**config.mk**
```make
export PLATFORM = sky130hd
export DESIGN_NAME = stp_cell
export DESIGN_NICKNAME = d
export VERILOG_FILES = /design/src/stp_pkg.sv /design/src/stp_cell.sv
export SDC_FILE = /design/constraint.sdc
export NUM_CORES = 1
export LEC_CHECK = 0
export BUFFER_PORTS_ARGS = -buffer_cell sky130_fd_sc_hd__buf_4
export CORE_ASPECT_RATIO = 1.75
export CORE_MARGIN = 2
export CORE_UTILIZATION = 42
export DETAILED_ROUTE_END_ITERATION = 10
export PLACE_DENSITY = 0.79
export SETUP_SLACK_MARGIN = 0.5
export SYNTH_ARGS = -nofsm -noshare
export SYNTH_HDL_FRONTEND = slang
export SYNTH_SLANG_ARGS = --single-unit
```
**constraint.sdc**
```tcl
create_clock -name clk -period 0.8 [get_ports clk]
set_input_delay 0.12 -clock clk [delete_from_list [all_inputs] [get_ports clk]]
set_output_delay 0.12 -clock clk [all_outputs]
set_load 0.005 [all_outputs]
```
**src/stp_pkg.sv**
```systemverilog
`timescale 1ns / 1ps
`default_nettype none
// ----------------------------------------------------------------------------
// stp_pkg: shared types and constants of the soft timer pool
// Request and response payloads, operation codes, the per-pass result
// accumulator and the default sizing of the pool.
// ----------------------------------------------------------------------------
package stp_pkg;

  // Default sizing
  localparam int NUM_TIMERS_DEF = 64;
  localparam int TIME_WIDTH_DEF = 32;

  // Operation codes
  localparam logic [2:0] MODE_TICK    = 3'd0;
  localparam logic [2:0] MODE_ALLOC   = 3'd1;
  localparam logic [2:0] MODE_RELEASE = 3'd2;
  localparam logic [2:0] MODE_CHECK   = 3'd3;
  localparam logic [2:0] MODE_RESTART = 3'd4;

  // Status codes
  localparam logic STATUS_OK   = 1'b0;
  localparam logic STATUS_FAIL = 1'b1;

  // Request payload
  typedef struct packed {
    logic [2:0]  mode;
    logic [5:0]  slot;
    logic [31:0] duration;
    logic        start_flag;
  } req_t;

  // Response payload
  typedef struct packed {
    logic       status;
    logic [5:0] granted_slot;
    logic       fired;
  } rsp_t;

  // Result gathered while the ring turns past the head unit
  typedef struct packed {
    logic       found;
    logic       status;
    logic [5:0] granted_slot;
    logic       fired;
  } acc_t;

endpackage
`default_nettype wire

```
**src/stp_cell.sv**
```systemverilog
`timescale 1ns / 1ps
`default_nettype none
// ----------------------------------------------------------------------------
// stp_cell: one timer record in the rotating ring
// Holds start time, timeout and signalled flag of one slot and hands the
// record to its neighbor whenever the ring advances.
// ----------------------------------------------------------------------------
module stp_cell #(
  parameter int TIME_WIDTH = stp_pkg::TIME_WIDTH_DEF
) (
  input  wire logic                  clk,
  input  wire logic                  rst,
  input  wire logic                  shift,
  input  wire logic [TIME_WIDTH-1:0] start_in,
  input  wire logic [TIME_WIDTH-1:0] limit_in,
  input  wire logic                  flag_in,
  output logic      [TIME_WIDTH-1:0] start_out,
  output logic      [TIME_WIDTH-1:0] limit_out,
  output logic                       flag_out
);

  // Start time is only read for active slots, so it needs no reset
  always_ff @(posedge clk) begin
    if (shift) begin
      start_out <= start_in;
    end
  end

  // Timeout and flag reset to a free, unsignalled slot
  always_ff @(posedge clk) begin
    if (rst) begin
      limit_out <= '0;
      flag_out  <= 1'b0;
    end else if (shift) begin
      limit_out <= limit_in;
      flag_out  <= flag_in;
    end
  end

endmodule
`default_nettype wire

```
==> results.tsv, run 1 <==
metric	value	unit
p_sw_frac	0.225	
worstMarginPinSlew	0.338	ns
setup_tns	-8.47	ns
yosys_warnings	0	
clockBufferDepth	2	
end_kind	primary output	
synth_edf_count	32	
crit_path_max_incr_delay	0.42	ns
core	4980	um^2
start_util	0.435	
seqPwrFrac	0.501	
synth_compound_area_frac	0	
whs	-0.0499	ns
clkTransAtPathRegs	0.08	ns
fin_crit	1.02	ns
synth_area_leaders	edfxtp_1, dfxtp_1, mux2i_1, nor2_1, buf_12	
root_buffer	clkbuf_8	
rsz0062_at_grt	true	
die_w	58.3	um
synthSimpleGateAreaFrac	0.0573	
worstPathCellList	buf_6	
power_frac_clock	0.342	
cap_violations	0	
area_delta_synth_final	82.0	%
cts.sinks	65	
max_freq	983	MHz
die-area	5760	um^2
synth-adder-area-share	0	
synth_top_area_cell	edfxtp_1	
grt_pass1_wl	9090	um
internal_power	6.01	mW
die_h	98.9	um
netSwitchingPower	1.74	mW
overflow	0	
diodes	0	
drive_above_1_share	0.670	
synth_top_family_by_area	multiplexers	
groute.usage.overall	0.221	
nNetsFinal	360	
required	0.68	ns
p_per_area	1970	nW/um^2
synth_xor_xnor_area_share	0	
min_path_type	in -> reg	
final_cells	351	
io_pins	133	
drc	0	
detail-route-antenna-nets	0	
p_comb_frac	0.157	
grt_max_degree	34	
synth-seq-cells	65	
antenna_found_initial	0	
syn-cell-area	2160	um^2
p_leak	1.82	nW
cp_slowest_cell	edfxtp_1	
vdd_drop_max	1560	uV
via_count	1739	
cts_made_buffers	9	
cts_tree	built	
syn_avg_cell_area	15.6	um^2
hold_viol_final	32	
rows	34	
io_buffer_count	132	
grt_pass1_vias	1817	
synth_fp_nets	207	
slew_headroom	0.774	
worstPathArrival	0.90	ns
async_flop_share	0	
startpoint_type	register	
wl_per_cell	19.1	um
wl	6710	um
setup_ws	-0.217	ns
htree_levels	3	
dr.first_iter.drc_count	39	
finClkSkew	0	ns
place_congestion	0.750	
path_delay_family	flip-flops	
post-route-period-util	1.27	
clk_latency	0.33	ns
crit_type	reg -> out	
synth_seq_area_share	0.750	
pre_cts_ws	-0.0906	ns
violations	hold timing, setup timing	
slew_violations	0	
synth_flop_cell	dfxtp_1	
muxShareOfSynthArea	0.153	
syn-instance-count	139	
routed_via_density	4.95	
dp_hpwl	3790	um
yosys-top-cells-count	dfxtp_1, mux2i_1, nor2_1	
yosysUniqueCellTypes	8	
synth_top_area_share	0.444	
firstDrtPassIters	4	
status	finished with violations	
crit_buf_inv	1	
cp_max_fo	1	
report.final.setup_viol	65	
dp_cells	321	
routing by layer:
metal | vias up | routed length (um) | global-route usage
met5 | - | 0 | 0
met4 | 0 | 263 | 0.157
met3 | 21 | 582 | 0.0604
met2 | 110 | 3770 | 0.404
met1 | 817 | 2100 | 0.198
li1 | 791 | - | -
area by class of cell:
class                      instances  area [um^2]
clock buffer                      10          128
clock inverter                     6         60.1
tap                               54         67.6
fill                             282         1040
sequential                        65         1660
timing repair buffer             150         1560
multi-input combinational         66          458
flip-flops by register name, summed over array words and instances (netlist names):
name,cells
limit_out,32
start_out,32
flag_out,1
path summary, 6_finish.rpt:
kind,start,end,slack [ns],cells after the start
worst max-delay path,start_out[2]$_DFFE_PP_,start_out[2],-0.22,1
worst min-delay path,start_in[13],start_out[13]$_DFFE_PP_,-0.05,1
worst max register to register,limit_out[17]$_SDFFE_PP0P_,limit_out[17]$_SDFFE_PP0P_,0,3
worst min register to register,limit_out[23]$_SDFFE_PP0P_,limit_out[23]$_SDFFE_PP0P_,0.50,2
kinds of logic after synthesis:
kind of cell / Yosys count
buffers and inverters: 8
DFF: 65
muxes: 33
and+or+nand+nor: 33
power by group through the flow:
| stage | combinational [mW] | clock (mW) | sequential (mW) |
|---|---|---|---|
| floorplan | 0.238 | 0 | 3.92 |
| global placement | 0.884 | 0 | 3.89 |
| detailed placement | 0.906 | 0 | 3.90 |
| CTS | 1.15 | 2.68 | 3.86 |
| global route | 1.29 | 2.83 | 3.90 |
| finish | 1.22 | 2.65 | 3.88 |
stage by stage:
stage | hold slack (ns) | util | power (mW) | cell area (um^2)
floorplan | 0.219 | - | 4.15 | 2180
global placement | 0.298 | 0.642 | 4.78 | 3190
detailed placement | 0.300 | 0.642 | 4.80 | 3190
CTS | -0.0556 | 0.773 | 7.69 | 3850
global route | -0.0605 | 0.791 | 8.02 | 3940
finish | -0.0499 | 0.791 | 7.76 | 3940
repair_timing:
item	CTS	global route
endpoints found under the setup margin	130	121
gates resized for setup	84	20
cloned	7	0
pin swaps	0	1
buffers inserted	5	2
endpoints found under the hold margin	32	32
placed cells by master, fill, tap and decap left out:
cell        instances
clkbuf_1            1
buf_8               3
mux2i_1            32
clkinv_2            3
mux2i_2             1
edfxtp_1           32
buf_16              9
clkinvlp_4          2
clkbuf_8            9
buf_4              81
buf_12              2
buf_6              55
nor2_1             33
bufinv_16           1
dfxtp_2            33
(Power assumes the default switching activity.)
==> run 2, diff against run 1 <==
--- a/config.mk
+++ b/config.mk
@@ -12,6 +12,7 @@
 export DETAILED_ROUTE_END_ITERATION = 10
 export PLACE_DENSITY = 0.79
 export SETUP_SLACK_MARGIN = 0.5
+export SKIP_LAST_GASP = 1
 export SYNTH_ARGS = -nofsm -noshare
 export SYNTH_HDL_FRONTEND = slang
 export SYNTH_SLANG_ARGS = --single-unit
==> results.tsv, run 2 (synthesis results as in run 1) <==
metric	value	unit	change
internal_power	6.01	mW	about the same
root_buffer	clkbuf_8		unchanged
status	finished with violations		unchanged
detail-route-antenna-nets	0		unchanged
slew_headroom	0.767		was 0.774
cp_slowest_cell	edfxtp_1		unchanged
slew_violations	0		unchanged
critPathLaunch	start_out[2]$_DFFE_PP_		unchanged
diodes	0		unchanged
place_congestion	0.750		unchanged
critPathCapture	start_out[2]		unchanged
finClkSkew	0	ns	unchanged
final_common_cell	buf_4		unchanged
ff2ff_path_depth	3		unchanged
clkTransAtPathRegs	0.08	ns	about the same
whs	-0.0495	ns	was -0.0499 ns
dp_hpwl	3790	um	unchanged
setup_tns	-8.41	ns	was -8.47 ns
die_w	58.3	um	unchanged
groute.usage.overall	0.221		unchanged
layout_common_cells	buf_4, buf_6, nor2_1, dfxtp_2		unchanged
die_h	98.9	um	unchanged
p_comb_frac	0.157		about the same
p_leak	1.82	nW	about the same
cp_max_fo	1		unchanged
dp_cells	321		unchanged
wl	6680	um	was 6710 um
nNetsFinal	360		unchanged
cap_violations	0		unchanged
worstPathCellList	buf_6		unchanged
post-route-period-util	1.27		about the same
min_path_type	in -> reg		unchanged
crit_buf_inv	1		unchanged
cts_made_buffers	9		unchanged
worstMarginPinSlew	0.349	ns	was 0.338 ns
drive_above_1_share	0.670		unchanged
power_frac_clock	0.341		was 0.342
cp.depth	1		unchanged
clk_latency	0.33	ns	about the same
crit_path_max_incr_delay	0.42	ns	about the same
r2r-end	limit_out[17]$_SDFFE_PP0P_		unchanged
rows	34		unchanged
cts.sinks	65		unchanged
p_per_area	1970	nW/um^2	about the same
final_cells	351		unchanged
required	0.68	ns	about the same
power.total	7.75	mW	was 7.76 mW
io_pins	133		unchanged
n_fill_cell	288		was 282
dr.first_iter.drc_count	46		was 39
drc	0		unchanged
hold_viol_final	32		unchanged
reg2reg_slack	0	ns	about the same
grt_pass1_wl	9090	um	unchanged
vdd_drop_max	1550	uV	was 1560 uV
io_buffer_count	132		unchanged
max_freq	984	MHz	was 983 MHz
startpoint_type	register		unchanged
seqPwrFrac	0.501		about the same
netSwitchingPower	1.73	mW	was 1.74 mW
overflow	0		unchanged
fin_crit	1.02	ns	about the same
grt_pass1_vias	1817		unchanged
routed_via_density	4.95		unchanged
violations	hold timing, setup timing		unchanged
rsz0062_at_grt	true		unchanged
antenna_found_initial	0		unchanged
report.final.setup_viol	65		unchanged
die-area	5760	um^2	unchanged
p_sw_frac	0.224		was 0.225
htree_levels	3		unchanged
end_kind	primary output		unchanged
regToRegStartpoint	limit_out[17]$_SDFFE_PP0P_		unchanged
clockBufferDepth	2		unchanged
wl_per_cell	19.0	um	was 19.1 um
start_util	0.435		unchanged
path_delay_family	flip-flops		unchanged
worstPathArrival	0.90	ns	about the same
reg_top3	limit_out x32, start_out x32, flag_out x1		unchanged
via_count	1739		unchanged
crit_type	reg -> out		unchanged
grt_max_degree	34		unchanged
firstDrtPassIters	4		unchanged
area_delta_synth_final	81.6	%	was 82.0%
core	4980	um^2	unchanged
cts_tree	built		unchanged
setup_ws	-0.216	ns	was -0.217 ns
-- run 2: how the worst min path moves through the flow --
| stage | endpoint | from | slack (ns) | depth (start not counted) |
|---|---|---|---|---|
| floorplan | start_out[0]$_DFFE_PP_ | start_in[0] | 0.22 | 0 |
| global placement | start_out[9]$_DFFE_PP_ | start_in[9] | 0.30 | 1 |
| CTS | start_out[14]$_DFFE_PP_ | start_in[14] | -0.06 | 1 |
| global route | start_out[14]$_DFFE_PP_ | start_in[14] | -0.06 | 1 |
| detailed placement | start_out[15]$_DFFE_PP_ | start_in[15] | 0.30 | 1 |
| finish | start_out[13]$_DFFE_PP_ | start_in[13] | -0.05 | 1 |
-- run 2: cell type report --
class | count | area, um^2 | area share
multi-input combinational | 66 | 458 | 0.117
timing repair buffer | 150 | 1550 | 0.395
sequential | 65 | 1660 | 0.423
clock buffer | 10 | 128 | 0.0325
tap | 54 | 67.6 | 0.0172
clock inverter | 6 | 60.1 | 0.0153
-- run 2: layer usage --
layer  track usage  wire [um]  vias up
met1         0.198       2060      812
li1              -          -      792
met2         0.404       3760      114
met4         0.157        262        0
met3        0.0604        599       21
met5             0          0        -
-- run 2: power by group through the flow --
stage	clock [mW]	sequential (mW)	combinational, mW
after floorplan	0	3.92	0.238
after global placement	0	3.89	0.884
after detailed placement	0	3.90	0.906
after CTS	2.68	3.86	1.15
after global routing	2.83	3.90	1.29
final	2.64	3.88	1.22
-- run 2: repair_timing --
item | in CTS | in global routing
hold endpoints to repair | 32 | 32
gates cloned | 7 | 0
pin swaps | 0 | 1
endpoints found under the setup margin | 130 | 121
buffers inserted | 5 | 2
resized for setup | 84 | 18
-- run 2: metrics by stage --
stage / util / hold WS (ns) / worst slack [ns] / cell area (um^2)
after floorplan: - / 0.219 / 0.117 / 2180
after global placement: 0.642 / 0.298 / -0.0610 / 3190
after detailed placement: 0.642 / 0.300 / -0.0906 / 3190
after CTS: 0.773 / -0.0556 / -0.195 / 3850
after global routing: 0.789 / -0.0605 / -0.239 / 3930
final: 0.789 / -0.0495 / -0.216 / 3930
