$ cat src/stp_pkg.sv
`timescale 1ns / 1ps
`default_nettype none
// ----------------------------------------------------------------------------
// stp_pkg: shared types and constants of the soft timer pool
// Request and response payloads, operation codes, the per-pass result
// accumulator and the default sizing of the pool.
// ----------------------------------------------------------------------------
package stp_pkg;

  // Default sizing
  localparam int NUM_TIMERS_DEF = 64;
  localparam int TIME_WIDTH_DEF = 32;

  // Operation codes
  localparam logic [2:0] MODE_TICK    = 3'd0;
  localparam logic [2:0] MODE_ALLOC   = 3'd1;
  localparam logic [2:0] MODE_RELEASE = 3'd2;
  localparam logic [2:0] MODE_CHECK   = 3'd3;
  localparam logic [2:0] MODE_RESTART = 3'd4;

  // Status codes
  localparam logic STATUS_OK   = 1'b0;
  localparam logic STATUS_FAIL = 1'b1;

  // Request payload
  typedef struct packed {
    logic [2:0]  mode;
    logic [5:0]  slot;
    logic [31:0] duration;
    logic        start_flag;
  } req_t;

  // Response payload
  typedef struct packed {
    logic       status;
    logic [5:0] granted_slot;
    logic       fired;
  } rsp_t;

  // Result gathered while the ring turns past the head unit
  typedef struct packed {
    logic       found;
    logic       status;
    logic [5:0] granted_slot;
    logic       fired;
  } acc_t;

endpackage
`default_nettype wire

$ cat src/stp_head.sv
`timescale 1ns / 1ps
`default_nettype none
// ----------------------------------------------------------------------------
// stp_head: operation unit at the head of the ring
// Applies the current operation to the record leaving the first cell and
// updates the running result before the record re-enters at the tail.
// ----------------------------------------------------------------------------
module stp_head #(
  parameter int TIME_WIDTH = stp_pkg::TIME_WIDTH_DEF
) (
  input  wire logic [2:0]            mode,
  input  wire logic                  hit,
  input  wire logic [5:0]            pos_low,
  input  wire logic [TIME_WIDTH-1:0] dur,
  input  wire logic                  start_flag,
  input  wire logic [TIME_WIDTH-1:0] now_count,
  input  wire stp_pkg::acc_t         acc_in,
  input  wire logic [TIME_WIDTH-1:0] start_in,
  input  wire logic [TIME_WIDTH-1:0] limit_in,
  input  wire logic                  flag_in,
  output stp_pkg::acc_t              acc_out,
  output logic      [TIME_WIDTH-1:0] start_out,
  output logic      [TIME_WIDTH-1:0] limit_out,
  output logic                       flag_out
);

  logic                  active;
  logic [TIME_WIDTH-1:0] elapsed;

  assign active  = (limit_in != '0);
  assign elapsed = now_count - start_in;

  // Update the passing record and the running result
  always_comb begin
    acc_out   = acc_in;
    start_out = start_in;
    limit_out = limit_in;
    flag_out  = flag_in;
    case (mode)
      stp_pkg::MODE_TICK: begin
        if (active && !flag_in) begin
          flag_out = (elapsed >= limit_in);
        end
      end
      stp_pkg::MODE_ALLOC: begin
        // claim the first free slot seen in this pass, if the duration is nonzero
        if (!acc_in.found && (dur != '0) && !active) begin
          start_out            = now_count;
          limit_out            = dur;
          flag_out             = start_flag;
          acc_out.found        = 1'b1;
          acc_out.status       = stp_pkg::STATUS_OK;
          acc_out.granted_slot = pos_low;
        end
      end
      stp_pkg::MODE_RELEASE: begin
        if (hit && active) begin
          limit_out      = '0;
          acc_out.status = stp_pkg::STATUS_OK;
        end
      end
      stp_pkg::MODE_CHECK: begin
        if (hit && active) begin
          acc_out.fired  = flag_in;
          acc_out.status = stp_pkg::STATUS_OK;
        end
      end
      stp_pkg::MODE_RESTART: begin
        if (hit && active) begin
          start_out      = now_count;
          flag_out       = 1'b0;
          acc_out.status = stp_pkg::STATUS_OK;
        end
      end
      default: begin
      end
    endcase
  end

endmodule
`default_nettype wire

$ cat config.mk
export PLATFORM = sky130hd
export DESIGN_NAME = stp_head
export DESIGN_NICKNAME = d
export VERILOG_FILES = /design/src/stp_pkg.sv /design/src/stp_head.sv
export SDC_FILE = /design/constraint.sdc
export NUM_CORES = 1
export LEC_CHECK = 0
export BUFFER_PORTS_ARGS = -buffer_cell sky130_fd_sc_hd__buf_2
export CORE_UTILIZATION = 49
export DETAILED_ROUTE_END_ITERATION = 10
export GPL_ROUTABILITY_DRIVEN = 0
export PLACE_DENSITY = 0.95
export SYNTH_ARGS = -nofsm -noshare
export SYNTH_HDL_FRONTEND = slang
export SYNTH_SLANG_ARGS = --single-unit
$ cat constraint.sdc
create_clock -name vclk -period 10.9
set_clock_uncertainty 0.1 [all_clocks]
set_input_delay 0.545 -clock vclk [all_inputs]
set_output_delay 0.545 -clock vclk [all_outputs]
set_load 0.02 [all_outputs]
==> out/results.ini, run 1 <==
[logic_synthesis]
synth_fp_nets = 692
muxShareOfSynthArea_pct = 12.2
synth-simple-area-share_pct = 18.9
yosysMostFrequentCell = inv_1
yosys.area_share.adder_pct = 22.5
synth_cells = 479
postSynthAreaPerCell_um2 = 7.50
post-synth-top-area-cell = ha_1
synth_compound_area_share_pct = 30.9
yosys-top-cells-count = inv_1, ha_1, mux2_1, a22o_1, nor2_1
ys_seq_area_share_pct = 0
ys_top_cells_by_area = ha_1, mux2_1, a22o_1, inv_1, a21o_1
yosysWarningCount = 0
synth_top_family_by_area = compound AO/OA/AOI/OAI gates
synth_top_area_share_pct = 22.0
yosysUniqueCellTypes = 69
mappedNetlistArea_um2 = 3590
synth_xor_area_share_pct = 6.34

[finish]
antenna_cells = 0
stdcell_area_um2 = 4790
seqCellArea_um2 = 0
syn_to_final_growth_pct = 33.5
nClkBuffers = 0
seq_cell_count = 0
n_fill_cell = 574
final_layout_size_suffix_gt1_share_pct = 35.5
final_nets = 906
multi_input_area_um2 = 3280

[floorplanning]
fp.dieArea_um2 = 7670
rows = 30
core_area_um2 = 6940
die_w_um = 87.6
die_y_um = 87.6
ios = 223
initial_utilization_pct = 51.7

[critical_path]
cp_cell_sequence = buf_2, inv_1, ha_1, inv_1, fa_1, a21o_1, a21oi_1, o21bai_1, a41o_1, o41ai_2, o22ai_1, nand3_1, o211ai_1, ha_1, a21o_1, a21o_1, a21oi_1, nor2_1, a211oi_1, o221ai_1, a222oi_1, o21ai_1, buf_2
cp.required_ns = 10.26
cp_num_buf_inv = 4
crit_fanout = 3
critPathLaunchType = primary input
cp_slowest_cell = fa_1
arrival_ns = 4.73
path_class = primary input to output pin
crit_top_cell = a21o_1
critPathCaptureType = output pin
path_delay_family = compound AO/OA/AOI/OAI gates
cpPeakStageDelay_ns = 0.40

[drt]
vias = 4633
ant_nets = 0
drt_iter0_markers = 250
finalWirelength_um = 12400
wl_per_cell_um = 15.7
drc = 0
drtPass1Iterations = 5
vias_per_cell = 5.89

[hold_path]
hold_class = primary input to output pin

[run_status]
status = finished, final reports clean

[run]
cap_violations = 0

[sta]
relSlewSlack_pct = 13.8
fmax_ghz = 0.186
tightest_slew_ns = 1.29
finalHoldViolCount = 0
setup_viol = 0
setup_tns_ns = 0
drv_slew = 0
rsz0062_at_grt = false
fin_crit_sh_pct = 49.3
min_period_ns = 5.37

[global_routing]
track_usage_pct = 30.9
grt_pass1_vias = 4332
grt-ovfl-total = 0
grt_pass1_wl_um = 19300
antenna_found_initial = 0
grt_max_degree = 41

[place]
port_buffers = 223
placed_cell_area_um2 = 4790
dp_hpwl_um = 10600

[clocking]
cts_setup_buffers = 0
cts.hold.buffers_added = 0
cts_resized = 0

[power_and_ir_drop]
peakVddDrop_uv = 28.6
total_leakage_power_nw = 2.78
power.density_nw_per_um2 = 57.8

## cell families (layout without fill, tap and decap cells)
group | count (synthesis) | in the layout
xor+xnor | 26 | 26
mux | 39 | 39
simple gates | 123 | 123
fa+ha+maj | 64 | 64
buf+inv | 83 | 295
compound gates | 144 | 144
## cell usage in the layout (no fill, tap or decap), types with 7 or more instances in the layout
cell type / n
ha_1: 63
a22o_1: 32
xor2_1: 7
nand4_1: 11
a21oi_1: 26
mux2_1: 37
nor3_1: 8
o21ai_1: 7
buf_2: 223
o21ai_0: 9
xnor2_1: 19
nor2_1: 30
nor4_1: 19
nand3_1: 8
a21o_1: 23
nand2_1: 20
inv_1: 71
## through the flow
step	power (mW)	std cells	worst slack, ns	utilization [%]	hold slack [ns]
floorplan	0.184	479	6.20	-	1.17
global placement	0.259	787	5.70	69.0	1.31
detailed placement	0.272	787	5.58	69.0	1.31
CTS	0.273	787	5.56	69.0	1.32
global route	0.305	787	5.31	69.0	1.34
finish	0.277	787	5.53	69.0	1.32
## layer usage
| metal | global-route usage (%) | wire, µm |
|---|---|---|
| met1 | 36.0 | 5050 |
| met2 | 55.0 | 6150 |
| met3 | 5.56 | 752 |
| met4 | 14.0 | 433 |
| met5 | 0 | 0 |
## where the power goes
part / internal (mW) / switching [mW] / leakage, nW
Combinational: 0.123 / 0.154 / 2.78
Clock: 0 / 0 / 0
Sequential: 0 / 0 / 0
## worst paths after layout
kind                          to  cells past startpoint  slack, ns    startpoint
worst min-delay path  acc_out[8]                      3       1.32     acc_in[8]
worst max-delay path    flag_out                     23       5.53  now_count[0]
## cell type report
| type | count | share of cell area [%] |
|---|---|---|
| repair buffers | 224 | 23.4 |
| multi-input cells | 396 | 68.5 |
| inverters | 71 | 5.56 |
| well taps | 96 | 2.51 |
No activity file was read; power rests on OpenSTA's default activity.
==> run 2, diff against run 1 <==
--- a/config.mk
+++ b/config.mk
@@ -6,7 +6,7 @@
 export NUM_CORES = 1
 export LEC_CHECK = 0
 export BUFFER_PORTS_ARGS = -buffer_cell sky130_fd_sc_hd__buf_2
-export CORE_UTILIZATION = 49
+export CORE_UTILIZATION = 46
 export DETAILED_ROUTE_END_ITERATION = 10
 export GPL_ROUTABILITY_DRIVEN = 0
 export PLACE_DENSITY = 0.95
==> constraint.sdc (replaced) <==
create_clock -name vclk -period 5.2
set_clock_uncertainty 0.1 [all_clocks]
set_input_delay 0.26 -clock vclk [all_inputs]
set_output_delay 0.26 -clock vclk [all_outputs]
set_load 0.02 [all_outputs]
==> run 2 against run 1 <==
Effect of this change:
- first-iteration DRC count up 18%
- non-clock buffer count unchanged
- via count up 1.6%
- critical path type unchanged
- largest cell class unchanged
- highest routed layer unchanged
==> out/results.ini, run 2 (synthesis gave the netlist of run 1 again) <==
[critical_path]
cpPeakStageDelay_ns = 0.41  ; about the same
path_class = primary input to output pin
cp_slowest_cell = fa_1
critPathCaptureType = output pin
cp.required_ns = 4.84  ; -5.42 ns
cp_cell_sequence = buf_2, inv_1, ha_1, inv_1, fa_1, a21o_1, a21oi_1, o21bai_1, a41o_1, o41ai_2, o22ai_1, nand3_1, o211ai_1, ha_1, a21o_1, a21o_1, a21oi_1, nor2_1, a211oi_1, o221ai_1, a222oi_1, o21ai_1, buf_2
crit_fanout = 3  ; unchanged
arrival_ns = 4.46  ; -0.27 ns
critPathLaunchType = primary input
startpoint = now_count[0]
crit_top_cell = a21o_1
cp_num_buf_inv = 4  ; unchanged
path_delay_family = compound AO/OA/AOI/OAI gates

[global_routing]
grt-ovfl-total = 0  ; unchanged
grt_pass1_wl_um = 20400  ; +5.8%
track_usage_pct = 29.6  ; -1.3 points
grt_pass1_vias = 4563  ; +5.3%
antenna_found_initial = 5  ; +5
grt_max_degree = 41  ; unchanged

[floorplanning]
ios = 223  ; unchanged
die_y_um = 90.4  ; +3.1%
initial_utilization_pct = 48.5  ; -3.2 points
fp.dieArea_um2 = 8160  ; +6.4%
die_w_um = 90.4  ; +3.1%
rows = 31  ; +3.3%
core_area_um2 = 7410  ; +6.7%

[drt]
ant_nets = 0  ; unchanged
vias = 4706  ; +1.6%
wl_per_cell_um = 16.3  ; +3.6%
drtPass1Iterations = 5  ; unchanged
finalWirelength_um = 13000  ; +4.6%
drt_iter0_markers = 295  ; +18%
vias_per_cell = 5.92  ; +0.55%
drc = 0  ; unchanged

[finish]
final_cell_mix = buf_2, inv_1, ha_1, mux2_1, a22o_1
seqCellArea_um2 = 0  ; unchanged
final_common_cell = buf_2
nClkBuffers = 0  ; unchanged
post-route-util_pct = 64.9  ; -4.1 points
seq_cell_count = 0  ; unchanged
syn_to_final_growth_pct = 33.9
final_layout_size_suffix_gt1_share_pct = 35.5  ; unchanged
final_nets = 906  ; unchanged

[sta]
setup_tns_ns = 0  ; unchanged
min_period_ns = 4.82
drv_slew = 0  ; unchanged
fmax_ghz = 0.207
rsz0062_at_grt = false
finalHoldViolCount = 0  ; unchanged
setup_viol = 0  ; unchanged
relSlewSlack_pct = 15.7  ; +1.9 points
tightest_slew_ns = 1.26  ; -0.0282 ns
fin_crit_sh_pct = 92.8

[run]
cap_violations = 0  ; unchanged

[power_and_ir_drop]
power.density_nw_per_um2 = 122  ; +110%
peakVddDrop_uv = 57.4  ; +100%
total_leakage_power_nw = 2.78  ; about the same

[clocking]
cts_resized = 0  ; unchanged
cts_setup_buffers = 0  ; unchanged
cts.hold.buffers_added = 0  ; unchanged

[place]
dp_hpwl_um = 11100  ; +5.0%
port_buffers = 223  ; unchanged

[run_status]
status = finished, final reports clean

[hold_path]
hold_class = primary input to output pin
hold_start = acc_in[2]

[run 2: cell count changes in the layout (fill, tap and decap cells not counted)]
cell     before  now
diode_2       0    5
[run 2: metrics by stage]
step	setup slack, ns	hold WS [ns]	std cells	area, µm²	power [mW]
2_1_floorplan	1.07	0.599	479	3590	0.386
3_3_place_gp	0.610	0.743	790	4800	0.545
3_5_place_dp	0.472	0.744	790	4800	0.574
4_1_cts	0.454	0.752	790	4800	0.577
5_1_grt	0.0437	0.770	795	4810	0.641
6_report	0.377	0.753	795	4810	0.585
[run 2: final cells by class]
class / instances / area (µm²)
Fill cell: 631 / 2600
Inverter: 71 / 267
Multi-Input combinational cell: 396 / 3280
Timing Repair Buffer: 224 / 1120
Tap cell: 99 / 124
Antenna cell: 5 / 12.5
[run 2: metal layers]
layer / GRT usage (%) / share of wire (%)
met2: 55.9 / 49
met3: 2.86 / 7.5
met1: 33.5 / 39
met4: 12.8 / 4.4
met5: 0 / 0
[run 2: power breakdown]
| group | leakage, nW | internal (mW) | total [mW] | switching [mW] |
|---|---|---|---|---|
| sequential | 0 | 0 | 0 | 0 |
| clock | 0.0000317 | 0.000000129 | 0.000000129 | 0 |
| combinational | 2.78 | 0.257 | 0.585 | 0.328 |
[run 2: final timing paths]
| path | to | slack [ns] | cells after the start |
|---|---|---|---|
| worst min-delay path | acc_out[2] | 0.75 | 3 |
| worst max-delay path | flag_out | 0.38 | 23 |
[run 2: tightest hold or removal path: stages]
cell	delay, ns
buf_2	0.07
mux2_1	0.11
buf_2	0.15
